$ cat config.mk
export PLATFORM = sky130hd
export DESIGN_NAME = gbn_sq
export DESIGN_NICKNAME = d
export VERILOG_FILES = /design/src/hw/rtl/gbn_pkg.sv /design/src/hw/rtl/gbn_sq.sv
export SDC_FILE = /design/constraint.sdc
export NUM_CORES = 1
export LEC_CHECK = 0
export ABC_AREA = 1
export BUFFER_PORTS_ARGS = -buffer_cell sky130_fd_sc_hd__buf_2
export CORE_MARGIN = 2
export CORE_UTILIZATION = 55
export DETAILED_ROUTE_END_ITERATION = 8
export PLACE_DENSITY = 0.8
export RECOVER_POWER = 25
export SYNTH_ARGS = -nofsm -noshare
export SYNTH_HDL_FRONTEND = slang
export SYNTH_SLANG_ARGS = --single-unit
export TNS_END_PERCENT = 1
$ cat constraint.sdc
create_clock -name i_clk -period 14.7 [get_ports i_clk]
set_clock_uncertainty 0.1 [all_clocks]
set_input_delay 1.47 -clock i_clk [delete_from_list [all_inputs] [get_ports i_clk]]
set_output_delay 1.47 -clock i_clk [all_outputs]
set_load 0.01 [all_outputs]
$ cat src/hw/rtl/gbn_pkg.sv
`timescale 1ns / 1ps
// ----------------------------------------------------------------------------
// gbn_pkg: shared types and constants
// Sizes of the point table, bucket grid and field widths for the
// grid bucket nearest-two search.
// ----------------------------------------------------------------------------
package gbn_pkg;

    // Point table
    localparam int MAX_POINTS = 1024;
    localparam int ID_W       = 10;
    localparam int CNT_W      = 11;

    // Buckets
    localparam int BUCKET_CAP = 8;
    localparam int CAP_W      = 3;
    localparam int FILL_W     = 4;
    localparam int GRID_SIDE  = 16;
    localparam int NUM_BKT    = GRID_SIDE * GRID_SIDE;
    localparam int BKT_W      = 8;
    localparam int SIDE_W     = 4;

    // Fields
    localparam int POS_W  = 17;
    localparam int QUO_W  = 18;
    localparam int DIFF_W = 18;
    localparam int SQ_W   = 34;
    localparam int DIST_W = 35;
    localparam int BSZ_W  = 16;
    localparam int GDIM_W = 5;

    // Operation codes
    typedef enum logic [1:0] {
        FN_INSERT = 2'd0,
        FN_QUERY  = 2'd1,
        FN_CLEAR  = 2'd2,
        FN_NONE   = 2'd3
    } t_func;

    // Configuration register indexes
    typedef enum logic [1:0] {
        CFG_BUCKET_SIZE = 2'd0,
        CFG_GRID_WIDTH  = 2'd1,
        CFG_GRID_HEIGHT = 2'd2,
        CFG_UNUSED      = 2'd3
    } t_cfg_idx;

endpackage

$ cat src/hw/rtl/gbn_sq.sv
`timescale 1ns / 1ps
// ----------------------------------------------------------------------------
// gbn_sq: squared distance unit
// One shared 17x17 multiplier squares dx, then dy, and the two are summed.
// The sum is registered in the last step, when o_done is raised.
// ----------------------------------------------------------------------------
module gbn_sq (
    input  logic                               i_clk,
    input  logic                               i_rst_n,
    input  logic                               i_start,
    input  logic signed [gbn_pkg::DIFF_W-1:0]  i_dx,
    input  logic signed [gbn_pkg::DIFF_W-1:0]  i_dy,
    output logic                               o_done,
    output logic [gbn_pkg::DIST_W-1:0]         o_dist
);
    import gbn_pkg::*;

    logic [1:0]        r_step;
    logic              r_done;
    logic [POS_W-1:0]  r_ax;
    logic [POS_W-1:0]  r_ay;
    logic [SQ_W-1:0]   r_p;
    logic [SQ_W-1:0]   r_acc;
    logic [DIST_W-1:0] r_sum;

    logic [POS_W-1:0]  mul_in;
    logic [SQ_W-1:0]   mul_out;

    // Shared multiplier: x on the first step, y on the second
    assign mul_in  = (r_step == 2'd1) ? r_ax : r_ay;
    assign mul_out = SQ_W'(mul_in) * SQ_W'(mul_in);

    always_ff @(posedge i_clk) begin
        if (!i_rst_n) begin
            r_step <= '0;
            r_done <= 1'b0;
        end else begin
            r_done <= 1'b0;
            if (i_start) begin
                r_step <= 2'd1;
            end else if (r_step == 2'd1) begin
                r_step <= 2'd2;
            end else if (r_step == 2'd2) begin
                r_step <= 2'd3;
            end else if (r_step == 2'd3) begin
                r_step <= 2'd0;
                r_done <= 1'b1;
            end
        end
    end

    always_ff @(posedge i_clk) begin
        if (i_start) begin
            r_ax <= i_dx[DIFF_W-1] ? POS_W'(-i_dx) : POS_W'(i_dx);
            r_ay <= i_dy[DIFF_W-1] ? POS_W'(-i_dy) : POS_W'(i_dy);
        end
        if (r_step == 2'd1 || r_step == 2'd2) begin
            r_p <= mul_out;
        end
        if (r_step == 2'd2) begin
            r_acc <= r_p;
        end
        if (r_step == 2'd3) begin
            r_sum <= DIST_W'(r_acc) + DIST_W'(r_p);
        end
    end

    assign o_done = r_done;
    assign o_dist = r_sum;

endmodule

# Word-level counts from Yosys, hierarchy flattened
# Index checks and enable logic that the tools add are counted.
dict set report totals {
  word_cells 29
  output_inout_bits 36
  ff_bits 140
  inputBits 39
}
dict set report op_classes {
  n_reduce_logical 5
  bitwise 1
  mul 1
  mux 8
  add_sub_neg 3
  n_eq_ne 3
}
# cell count
set op_table {}
lappend op_table {{2-to-1 mux 17 bit} 3}
lappend op_table {{adder 34 x 34 -> 35 bit} 1}
lappend op_table {{multiplier 17 x 17 -> 34 bit} 1}
lappend op_table {{negator 17 bit} 2}
lappend op_table {{2-to-1 mux 2 bit} 3}
lappend op_table {{== test 2 bit, second input constant} 2}
lappend op_table {{nonzero test 4 bit} 1}
lappend op_table {{OR reduction 4 bit} 1}
lappend op_table {{nonzero test 3 bit} 1}
lappend op_table {{== test 2 x 1 -> 1 bit, second input constant} 1}
lappend op_table {{2-to-1 mux 1 bit} 2}
lappend op_table {{OR reduction 2 bit} 1}
lappend op_table {{logical OR 1 bit} 1}
lappend op_table {{NOT 1 bit} 1}

# Longest topological paths before layout
dict set report logic_depth {
  ltp_word 5
  depth_mapped 32
  depth_no_buf 29
}

# Least setup slack after synthesis
# OpenSTA, ideal clock, no wires.
dict set report synth_timing {
  path_type {reg2reg}
  startpoint {register r_step[1]}
  endpoint {register r_p[25], data pin}
  path_stages_with_launch 28
  setup_ns 0.252
  arrival_time_ns 5.633
  path_buffers 3
  path_slack_ns 8.714
  period_less_slack_ns 5.986
  required_ns 14.348
  cell_sequence {dfxtp_1 -> inv_1 -> ha_1 -> buf_6 -> buf_12 -> o21ai_4 -> inv_2 -> buf_6 -> nor2_1 -> inv_1 -> fa_1 -> fa_1 -> fa_1 -> inv_1 -> fa_1 -> fa_1 -> inv_1 -> fa_1 -> inv_1 -> ha_1 -> nand2_1 -> nor2_1 -> and2_1 -> nand2_1 -> nand2_1 -> nand2_1 -> nand3_1 -> nand2_1}
}
dict set report synth_via {
  elab_chain_cells 3
}
# item line
set synth_rtl {}
lappend synth_rtl {{from (decl)} gbn_sq.sv:18} ;# logic [1:0] r_step;
lappend synth_rtl {{from (signal assigned)} gbn_sq.sv:35} ;# r_step <= '0;
lappend synth_rtl {{from (signal assigned)} gbn_sq.sv:40} ;# r_step <= 2'd1;
lappend synth_rtl {{from (signal assigned)} gbn_sq.sv:42} ;# r_step <= 2'd2;
lappend synth_rtl {{== test 2 x 1 -> 1 bit} gbn_sq.sv:30} ;# assign mul_in = (r_step == 2'd1) ? r_ax : r_ay;
lappend synth_rtl {{2-to-1 mux 17 bit} gbn_sq.sv:30}
lappend synth_rtl {{multiplier 17 x 17 -> 34 bit} gbn_sq.sv:31} ;# assign mul_out = SQ_W'(mul_in) * SQ_W'(mul_in);
lappend synth_rtl {{named net mul_out[25]} gbn_sq.sv:27} ;# logic [SQ_W-1:0] mul_out;
lappend synth_rtl {{to (signal assigned)} gbn_sq.sv:58} ;# r_p <= mul_out;
lappend synth_rtl {{to (decl)} gbn_sq.sv:22} ;# logic [SQ_W-1:0] r_p;
# The timed path passes the listed nets, and every way through them passes these cells.
# A chain may end at the register's enable or synchronous reset.

# Worst setup path after layout
dict set report layout_timing {
  startpoint {register r_step[1]}
  endpoint {register r_p[26], data pin}
}
# The elaborated chain is that of the path after synthesis.

==> metrics.csv <==
stage,metric,value,unit
global_routing,grt_pass1_vias,13505,
drt,drt-vias-per-instance,5.115,
critical_path,worstPathRequired,14790,ps
global_routing,grt_usage,0.2520,
logic_synthesis,synthesis.nets,2423,
floorplanning,io_pins,75,
logic_synthesis,yosysUniqueCellTypes,40,
floorplanning,dieArea,0.03165,mm^2
logic_synthesis,synth-edff-count,135,
placed_design,dp_hpwl,30310,um
clock_tree,cts_resized,0,
floorplanning,core,0.02972,mm^2
logic_synthesis,avgSynthCellArea,8.118,um^2
global_routing,grt_pass1_wl,62540,um
clock_tree,clk_latency,430,ps
timing,fmax,133.8,MHz
status,violations,"max-capacitance violations, max-slew violations",
timing,slew_violations,71,
timing,tns,0,ps
clock_tree,cts_sinks,138,
critical_path,arrival,7560,ps
clock_tree,cts_buffer_depth,2,
clock_tree,tritoncts,yes,
clock_tree,clk_pin_slew,70,ps
run,cap_viol_max_count,2,
logic_synthesis,yosysWarnings,0,
drt,ant_nets,0,
global_routing,grt.overflow.total,0,
logic_synthesis,synth-seq-cells,138,
timing,rsz0062_at_grt,false,
critical_path,crit_type,register to register,
layout,antenna_cells,0,
clock_tree,cts_hold_buf,0,
critical_path,end_kind,register,
logic_synthesis,synth_area,0.01663,mm^2
drt,drt_pass1_iterations,6,
critical_path,cp_max_fo,35,
layout,area_delta_synth_final,7.559,%
logic_synthesis,synthCells,2049,
clock_tree,numCtsBuffers,17,
timing,tightest_slew,1865,ps
global_routing,antenna_found_initial,0,
floorplanning,dieWidth,177.9,um
hold_path,hold_path_class,register to register,
placed_design,io_buffers,74,
timing,min_period,7475,ps
layout,layout-drive-gt1-share,0.07861,
timing,slew_headroom,-0.2435,
critical_path,startpoint_type,register,
drt,routed_wl,36990,um
floorplanning,die_h,177.9,um
logic_synthesis,ys_seq_area_frac,0.2473,
floorplanning,initial_utilization,0.5598,
floorplanning,rows,63,
global_routing,grt_start_max_net_pins,37,
drt,route.detailed.drc,0,
logic_synthesis,async_flop_share,0,
clock_tree,cts-root-buf,clkbuf_16,
drt,num_vias,12926,
logic_synthesis,synth-main-ff-cell,edfxtp_1,
timing,min_period_over_period,0.5085,
clock_tree,cts_setup_buffers,0,
timing,hold_viol_final,0,
status,status,"complete, but fails checks",
drt,wire_per_inst,14.64,um
layout,finalNetCount,2498,
drt,drt_iter0_drc,740,
clock_tree,htree_levels,4,
placed_design,routabilityCongestion,0.9148,
timing,setup_viol,0,
==> path summary, 6_finish.rpt <==
kind	to	startpoint	slack [ps]	depth (start not counted)
setup / recovery	r_p[26]$_DFFE_PP_	r_step[1]$_SDFFE_PP0P_	7220	23
hold / removal	r_acc[17]$_DFFE_PP_	r_p[17]$_DFFE_PP_	360	0
setup reg to reg	r_p[26]$_DFFE_PP_	r_step[1]$_SDFFE_PP0P_	7220	23
hold reg to reg	r_acc[17]$_DFFE_PP_	r_p[17]$_DFFE_PP_	360	0
==> cell usage in the layout (no fill, tap or decap), types with 8 or more instances in the layout <==
cell type,instances
nor2_2,17
inv_2,15
o21ai_0,12
ha_1,141
nand4_1,14
edfxtp_1,135
nand2_1,549
clkbuf_16,17
xor2_1,57
o21ai_2,8
buf_2,73
xnor2_1,11
o21ai_4,10
inv_1,527
a21oi_1,43
fa_1,193
nor3_1,11
nor2_1,185
nand3_1,66
==> kinds of logic after synthesis <==
group           after synthesis  synth area share
simple gates                855            0.2067
buf+inv                     565            0.1340
fa+ha+maj                   335            0.3391
flops                       138            0.2473
compound gates               88           0.03716
xor+xnor                     68           0.03580
==> layout make-up <==
class / count / area, um^2
clock buffers: 17 / 425.4
clock inverters: 15 / 141.4
fillers: 2524 / 11830
inverters: 544 / 2044
multi-input cells: 1346 / 10290
flip-flops and latches: 138 / 4114
well taps: 390 / 488.0
repair buffers: 77 / 384.1
==> Yosys cell counts (all sizes together), types with 14 or more instances <==
cell | count | area [um^2]
a21oi | 43 | 215.2
xor2 | 57 | 499.2
ha | 142 | 1777
inv | 543 | 2041
nor2 | 206 | 845.8
edfxtp | 135 | 4054
nand2 | 554 | 2092
o21ai | 31 | 297.8
buf | 16 | 165.2
nand3 | 66 | 330.3
nand4 | 14 | 87.58
fa | 193 | 3864
==> registers in the layout, indices dropped and copies added (netlist names) <==
| name | cells |
|---|---|
| o_dist | 35 |
| r_acc | 33 |
| r_p | 33 |
| r_ax | 17 |
| r_ay | 17 |
| r_step | 2 |
| o_done | 1 |
==> metrics by stage <==
stage / instance area (um^2) / setup WS [ps] / std cells / hold WS, ps / utilization
2_1_floorplan: 16630 / 8714 / 2049 / 333.4 / -
3_3_place_gp: 17330 / 7487 / 2495 / 348.4 / 0.5833
3_5_place_dp: 17330 / 7322 / 2495 / 341.6 / 0.5833
4_1_cts: 17900 / 7270 / 2527 / 359.7 / 0.6024
5_1_grt: 17890 / 6689 / 2527 / 372.4 / 0.6021
6_report: 17890 / 7225 / 2527 / 359.5 / 0.6021
==> metal layers <==
layer,up-vias,GRT usage,part of all wire
met4,0,0.1332,0.052
met1,6045,0.2949,0.40
met2,475,0.4462,0.49
li1,6262,-,-
met3,144,0.03706,0.053
met5,-,0,0
==> worst max-delay path, stage by stage, from the launching register on <==
cell	delay, ps
dfxtp_1	330
inv_1	100
ha_2	890
nand2_1	180
o21ai_1	650
inv_1	370
nand2_1	260
fa_1	480
fa_1	520
inv_1	60
fa_1	550
fa_1	430
fa_1	490
inv_1	50
fa_1	470
inv_1	40
ha_1	340
nand2_1	130
nor2_1	230
nand2_1	120
nor2_1	110
o21ai_0	110
nand4_1	140
nand2_1	60
Power is left out: the tool's default activity adds up to more than one toggle a clock period on the data nets, which glitch-free logic cannot reach.
