### src/hw/rtl/gbn_pkg.sv
`timescale 1ns / 1ps
// ----------------------------------------------------------------------------
// gbn_pkg: shared types and constants
// Sizes of the point table, bucket grid and field widths for the
// grid bucket nearest-two search.
// ----------------------------------------------------------------------------
package gbn_pkg;

    // Point table
    localparam int MAX_POINTS = 1024;
    localparam int ID_W       = 10;
    localparam int CNT_W      = 11;

    // Buckets
    localparam int BUCKET_CAP = 8;
    localparam int CAP_W      = 3;
    localparam int FILL_W     = 4;
    localparam int GRID_SIDE  = 16;
    localparam int NUM_BKT    = GRID_SIDE * GRID_SIDE;
    localparam int BKT_W      = 8;
    localparam int SIDE_W     = 4;

    // Fields
    localparam int POS_W  = 17;
    localparam int QUO_W  = 18;
    localparam int DIFF_W = 18;
    localparam int SQ_W   = 34;
    localparam int DIST_W = 35;
    localparam int BSZ_W  = 16;
    localparam int GDIM_W = 5;

    // Operation codes
    typedef enum logic [1:0] {
        FN_INSERT = 2'd0,
        FN_QUERY  = 2'd1,
        FN_CLEAR  = 2'd2,
        FN_NONE   = 2'd3
    } t_func;

    // Configuration register indexes
    typedef enum logic [1:0] {
        CFG_BUCKET_SIZE = 2'd0,
        CFG_GRID_WIDTH  = 2'd1,
        CFG_GRID_HEIGHT = 2'd2,
        CFG_UNUSED      = 2'd3
    } t_cfg_idx;

endpackage

### src/hw/rtl/gbn_div.sv
`timescale 1ns / 1ps
// ----------------------------------------------------------------------------
// gbn_div: iterative bucket index divider
// Signed position divided by the bucket size, truncating toward zero.
// Restoring division, one quotient bit per cycle.
// ----------------------------------------------------------------------------
module gbn_div (
    input  logic                               i_clk,
    input  logic                               i_rst_n,
    input  logic                               i_start,
    input  logic signed [gbn_pkg::POS_W-1:0]   i_dividend,
    input  logic [gbn_pkg::BSZ_W-1:0]          i_divisor,
    output logic                               o_done,
    output logic signed [gbn_pkg::QUO_W-1:0]   o_quot
);
    import gbn_pkg::*;

    logic              r_busy;
    logic [4:0]        r_cnt;
    logic              r_neg;
    logic [POS_W-1:0]  r_q;
    logic [BSZ_W-1:0]  r_rem;
    logic [BSZ_W-1:0]  r_dvs;
    logic              r_done;

    logic [POS_W-1:0]  mag;
    logic [BSZ_W:0]    trial;
    logic              fits;
    logic [QUO_W-1:0]  q_ext;

    assign mag   = i_dividend[POS_W-1] ? POS_W'(-i_dividend) : POS_W'(i_dividend);
    assign trial = {r_rem, r_q[POS_W-1]};
    assign fits  = trial >= {1'b0, r_dvs};
    assign q_ext = {1'b0, r_q};

    // Control
    always_ff @(posedge i_clk) begin
        if (!i_rst_n) begin
            r_busy <= 1'b0;
            r_done <= 1'b0;
            r_cnt  <= '0;
        end else begin
            r_done <= 1'b0;
            if (i_start) begin
                r_busy <= 1'b1;
                r_cnt  <= 5'(POS_W);
            end else if (r_busy) begin
                r_cnt <= r_cnt - 5'd1;
                if (r_cnt == 5'd1) begin
                    r_busy <= 1'b0;
                    r_done <= 1'b1;
                end
            end
        end
    end

    // Datapath: shift one dividend bit into the remainder per cycle
    always_ff @(posedge i_clk) begin
        if (i_start) begin
            r_q   <= mag;
            r_rem <= '0;
            r_neg <= i_dividend[POS_W-1];
            r_dvs <= (i_divisor == '0) ? BSZ_W'(1) : i_divisor;
        end else if (r_busy) begin
            r_rem <= fits ? BSZ_W'(trial - {1'b0, r_dvs}) : trial[BSZ_W-1:0];
            r_q   <= {r_q[POS_W-2:0], fits};
        end
    end

    assign o_done = r_done;
    assign o_quot = r_neg ? $signed(-q_ext) : $signed(q_ext);

endmodule

### config.mk
export PLATFORM = sky130hd
export DESIGN_NAME = gbn_div
export DESIGN_NICKNAME = d
export VERILOG_FILES = /design/src/hw/rtl/gbn_pkg.sv /design/src/hw/rtl/gbn_div.sv
export SDC_FILE = /design/constraint.sdc
export NUM_CORES = 1
export LEC_CHECK = 0
export BUFFER_PORTS_ARGS = -buffer_cell sky130_fd_sc_hd__buf_4
export CORE_AREA = 2 2 85 87
export DETAILED_ROUTE_END_ITERATION = 7
export DIE_AREA = 0 0 87 89
export HOLD_SLACK_MARGIN = 0.02
export PLACE_DENSITY = 0.8
export SYNTH_ARGS = -nofsm -noshare
export SYNTH_HDL_FRONTEND = slang
export SYNTH_SLANG_ARGS = --single-unit
### constraint.sdc
create_clock -name i_clk -period 2.9 [get_ports i_clk]
set_input_delay 0.58 -clock i_clk [delete_from_list [all_inputs] [get_ports i_clk]]
set_output_delay 0.58 -clock i_clk [all_outputs]
set_load 0.01 [all_outputs]
* Word level (Yosys, flattened, before mapping)
Cells that the tools add are included.
Cells by class: add/subtract/negate cells 4, order comparisons 1, reduce and logical (&&, ||, !) cells 4, bitwise gates (word level) 2, equal/unequal tests 1, muxes and demuxes 11
Operators by type and width (number):
- $mux 17 | 3
- $mux 18 | 1
- $neg 17->18 | 1
- $ge 17x16->1 | 1
- $neg 17->17 | 1
- $logic_not 16->1 | 1
- $mux 16 | 1
- $sub 16x16->16 | 1
- $mux 5 | 2
- $eq 5x1->1 const B | 1
- $sub 5x1->5 const B | 1
- $mux 1 | 4
- $reduce_or 3->1 | 1
- $not 1->1 | 2
- $reduce_bool 2->1 | 1
- $reduce_or 2->1 | 1
Storage, ports and cells: output and inout port bits 19, input bits 36, logic and storage cells 31, register bits after elaboration 57

* Depth between registers and ports, before layout
word-level depth 4, depth in mapped cells 12, depth with buffers taken out 10

* Worst setup path after synthesis
Ideal clock, no wire load.
path type register to output, start point reg r_q[0], end point out o_quot[13] (netlist bit), data arrival time 1.978 ns, path buffers 0, setup slack 0.342 ns, stages on the path, launching flop included 7, path through edfxtp_1 > nor3_1 > nand2_1 > or3_1 > or4_1 > o41ai_1 > xnor2_1
Between the ends: cells in the longest elaborated chain, start to end 2
Ends and longest elaborated chain:
- from (decl) | RTL line gbn_div.sv:21 | logic [POS_W-1:0] r_q;
- from (signal assigned) | RTL line gbn_div.sv:60 | r_q <= mag;
- from (signal assigned) | RTL line gbn_div.sv:66 | r_q <= {r_q[POS_W-2:0], fits};
- $neg 17->18 | RTL line gbn_div.sv:71 | assign o_quot = r_neg ? $signed(-q_ext) : $signed(q_ext);
- $mux 18 | RTL line gbn_div.sv:71
- to (decl) | RTL line gbn_div.sv:14 | output logic signed [gbn_pkg::QUO_W-1:0] o_quot
Every way passes these cells.

* Final worst setup path
Ends and elaborated chain as after synthesis.

==> reports/results.tsv <==
metric	value	unit
finalWirelength	8280	um
route.layer.met1.wl	3830	um
detailedPlace.worstSlack	105	ps
power.static_leakage	0.00191	uW
synth_fp_nets	478	
power_density_relative_to_cell_area	541	nW/um^2
final_layout_size_suffix_gt1_frac	0.215	
relative_slew_slack	0.504	
synth-seq-area-share	0.380	
tritoncts	built	
met2_length	3990	um
maximum_vdd_drop	394	uV
timing_max_transition_violations_final	0	
place.port_buffers	54	
setup_total_negative_slack	-270	ps
cts_made_buffers	9	
worst_skew_pair.late_latency	350	ps
clock_path_buffers	2	
placedCellCount	532	
psw	772	uW
drc_errors	0	
path_cells	nor3_2 > nand2_1 > or3_4 > or4_4 > o41ai_4 > xnor2_1 > buf_4	
ys_dominant_reg_cell	sky130_fd_sc_hd__edfxtp_1	
power_frac_comb	0.294	
timing_hold_violations_final	0	
layout_commonest_cell	sky130_fd_sc_hd__buf_4	
fin_cells	554	
switching_share	0.314	
critPathCaptureType	output port	
initial_core_util	0.580	
mappedNetlistArea	3890	um^2
syn_inst	421	
maximum_number_of_pins_on_one_net_before_global_route_repair	58	
synth_seq_cells	57	
cts.hold.buffers_added	0	
route.antenna.remaining_nets	0	
nNetsFinal	526	
top_layer	met4	
synthesis.yosys.warnings	0	
antenna_cells_inserted	0	
drt_iter0_drc	191	
violations	setup timing	
detailedRoute.firstPassIterationCount	5	
die_w	87	um
min_clock_period_post_route	3000	ps
finish.utilization	0.677	
die_area	7740	um^2
numClockSinks	57	
setup_viol_count_final	4	
cp_max_fo	4	
crit_path_max_incr_delay	480	ps
grt.total_usage	0.230	
rows	30	
design.portCount	55	
final_critical_path_setup_slack	-105	ps
synthToLayoutAreaGrowth	16.8	%
die_height	89	um
vias	3179	
cts_root_buf	sky130_fd_sc_hd__clkbuf_8	
internal_power	1690	uW
critical_path_required	2320	ps
period_share	1.04	
detail_route.vias_per_cell	5.74	
placed_cell_area	4270	um^2
synthArstFlopShare	0	
rsz0062_at_grt	true	
synthesis.area_per_instance	9.25	um^2
slowest_stage_cell_crit_path	sky130_fd_sc_hd__or4_4	
met3_length	348	um
final_cell_mix	sky130_fd_sc_hd__buf_4 (70), sky130_fd_sc_hd__nor2_1 (39), sky130_fd_sc_hd__edfxtp_1 (34)	
cap_viol_max_count	0	
first_pass_grt_wire_length	14000	um
grt_antenna_before_repair	0	
core_region_area	6720	um^2
finish.instance_area	4550	um^2
dpl.hpwl	6080	um
finClkSkew	13.8	ps
crit_type	flop to output port	
cp-start-kind	flop	
synth.distinct_cells	59	
htree_num_levels	3	
place.gp.congestion	0.870	
outcome	complete, but fails checks	
timing_worst_slew_pin_value	742	ps
grt-ovfl-total	0	
pwr-share-seq	0.413	
average_routed_wire_per_standard_cell	14.9	um
synth_enable_flop_cells	34	
hold_class	input pin to flop	
grt_pass1_vias	3042	
post_cts_clock_slew_at_the_launch_and_capture_registers_of_the_worst_setup_and_hold_paths	70	ps
clockPowerShare	0.293	
crit_arrival	2420	ps
max_clock_freq	333	MHz
## power by group through the flow
stage / sequential, uW / combinational, uW / clock, uW
after floorplan: 1010 / 513 / 0
after global placement: 1020 / 686 / 0
after detailed placement: 1030 / 704 / 0
after CTS: 1010 / 724 / 726
after global routing: 1030 / 800 / 757
final: 1020 / 725 / 720
## final cells by class
| type | instances | area, um^2 |
|---|---|---|
| Tap cell | 80 | 100 |
| Sequential cell | 57 | 1480 |
| Multi-Input combinational cell | 303 | 2150 |
| Fill cell | 534 | 2170 |
| Clock buffer | 11 | 131 |
| Timing Repair Buffer | 70 | 526 |
| Inverter | 28 | 105 |
| Clock inverter | 5 | 57.6 |
## routing by layer
metal  track usage  vias up
li1              -     1603
met1         0.305     1499
met2         0.377       67
met3        0.0471       10
met4        0.0795        0
met5             0        -
## repair_timing
action | 4_1_cts | 5_1_grt
setup buffers | 6 | 0
endpoints found under the setup margin | 3 | 6
pin swaps | 2 | 1
cloned | 0 | 0
gates resized for setup | 7 | 0
## per-stage QoR
stage	hold WS [ps]	power, uW
6_report	412	2460
5_1_grt	405	2580
4_1_cts	407	2460
3_5_place_dp	494	1730
3_3_place_gp	482	1710
2_1_floorplan	468	1520
## cells in the mapped netlist (2+ instances only)
library cell,number,area [um^2]
sky130_fd_sc_hd__a211o_1,2,17.5
sky130_fd_sc_hd__a211oi_1,13,97.6
sky130_fd_sc_hd__a21boi_0,2,15.0
sky130_fd_sc_hd__a21o_1,7,52.6
sky130_fd_sc_hd__a21oi_1,26,130
sky130_fd_sc_hd__a31oi_1,3,18.8
sky130_fd_sc_hd__a41oi_1,2,17.5
sky130_fd_sc_hd__and3_1,4,25.0
sky130_fd_sc_hd__buf_4,2,15.0
sky130_fd_sc_hd__buf_6,2,22.5
sky130_fd_sc_hd__clkbuf_1,22,82.6
sky130_fd_sc_hd__clkbuf_8,3,41.3
sky130_fd_sc_hd__dfxtp_1,23,460
sky130_fd_sc_hd__edfxtp_1,34,1020
sky130_fd_sc_hd__ha_1,20,250
sky130_fd_sc_hd__inv_1,28,105
sky130_fd_sc_hd__mux2_2,7,78.8
sky130_fd_sc_hd__mux2i_1,8,80.1
sky130_fd_sc_hd__nand2_1,29,109
sky130_fd_sc_hd__nand2b_1,3,18.8
sky130_fd_sc_hd__nand3_1,6,30.0
sky130_fd_sc_hd__nand3b_1,2,15.0
sky130_fd_sc_hd__nand4_1,3,18.8
sky130_fd_sc_hd__nor2_1,39,146
sky130_fd_sc_hd__nor2b_1,3,18.8
sky130_fd_sc_hd__nor3_1,7,35.0
sky130_fd_sc_hd__nor4_1,7,43.8
sky130_fd_sc_hd__o21a_1,2,15.0
sky130_fd_sc_hd__o21ai_0,20,100
sky130_fd_sc_hd__o31ai_1,11,82.6
sky130_fd_sc_hd__o41ai_1,3,26.3
sky130_fd_sc_hd__or3_1,3,18.8
sky130_fd_sc_hd__or4_1,5,37.5
sky130_fd_sc_hd__or4b_2,2,20.0
sky130_fd_sc_hd__xnor2_1,25,219
sky130_fd_sc_hd__xor2_1,20,175
## registers in the layout, indices dropped and copies added (netlist names)
register  flops
r_rem        16
r_dvs        16
r_q          17
r_busy        1
r_neg         1
r_cnt         5
o_done        1
## worst max-delay path, delay by kind of cell, from the launching register on
| family | cells | cell delay (ps) |
|---|---|---|
| AND/OR/NAND/NOR | 4 | 1120 |
| flip-flops | 1 | 400 |
| AO/OA/AOI/OAI | 1 | 250 |
| XOR/XNOR | 1 | 150 |
| buffers and inverters | 1 | 140 |
## cells by family (layout without fill, tap and decap cells)
family | Yosys count | count (layout) | synth area share
compound gates | 103 | 103 | 0.178
xor+xnor | 45 | 45 | 0.101
fa+ha+maj | 21 | 21 | 0.0694
buf+inv | 61 | 114 | 0.0803
flops | 57 | 57 | 0.380
mux | 15 | 15 | 0.0408
simple gates | 119 | 119 | 0.150
## path summary, 6_finish.rpt
check                         start                      end  slack [ps]  cells after the start
max                r_q[0]$_DFFE_PP_               o_quot[13]        -100                      7
min                   i_divisor[15]  r_dvs[15]$_SDFFCE_PN0P_         410                      1
max reg2reg  r_dvs[0]$_SDFFCE_PN1P_   r_rem[12]$_SDFFE_PP0P_         350                      9
min reg2reg   r_cnt[1]$_SDFFE_PP0P_    r_cnt[1]$_SDFFE_PP0P_         500                      2
Note: power is estimated with default switching activity, not from simulation.
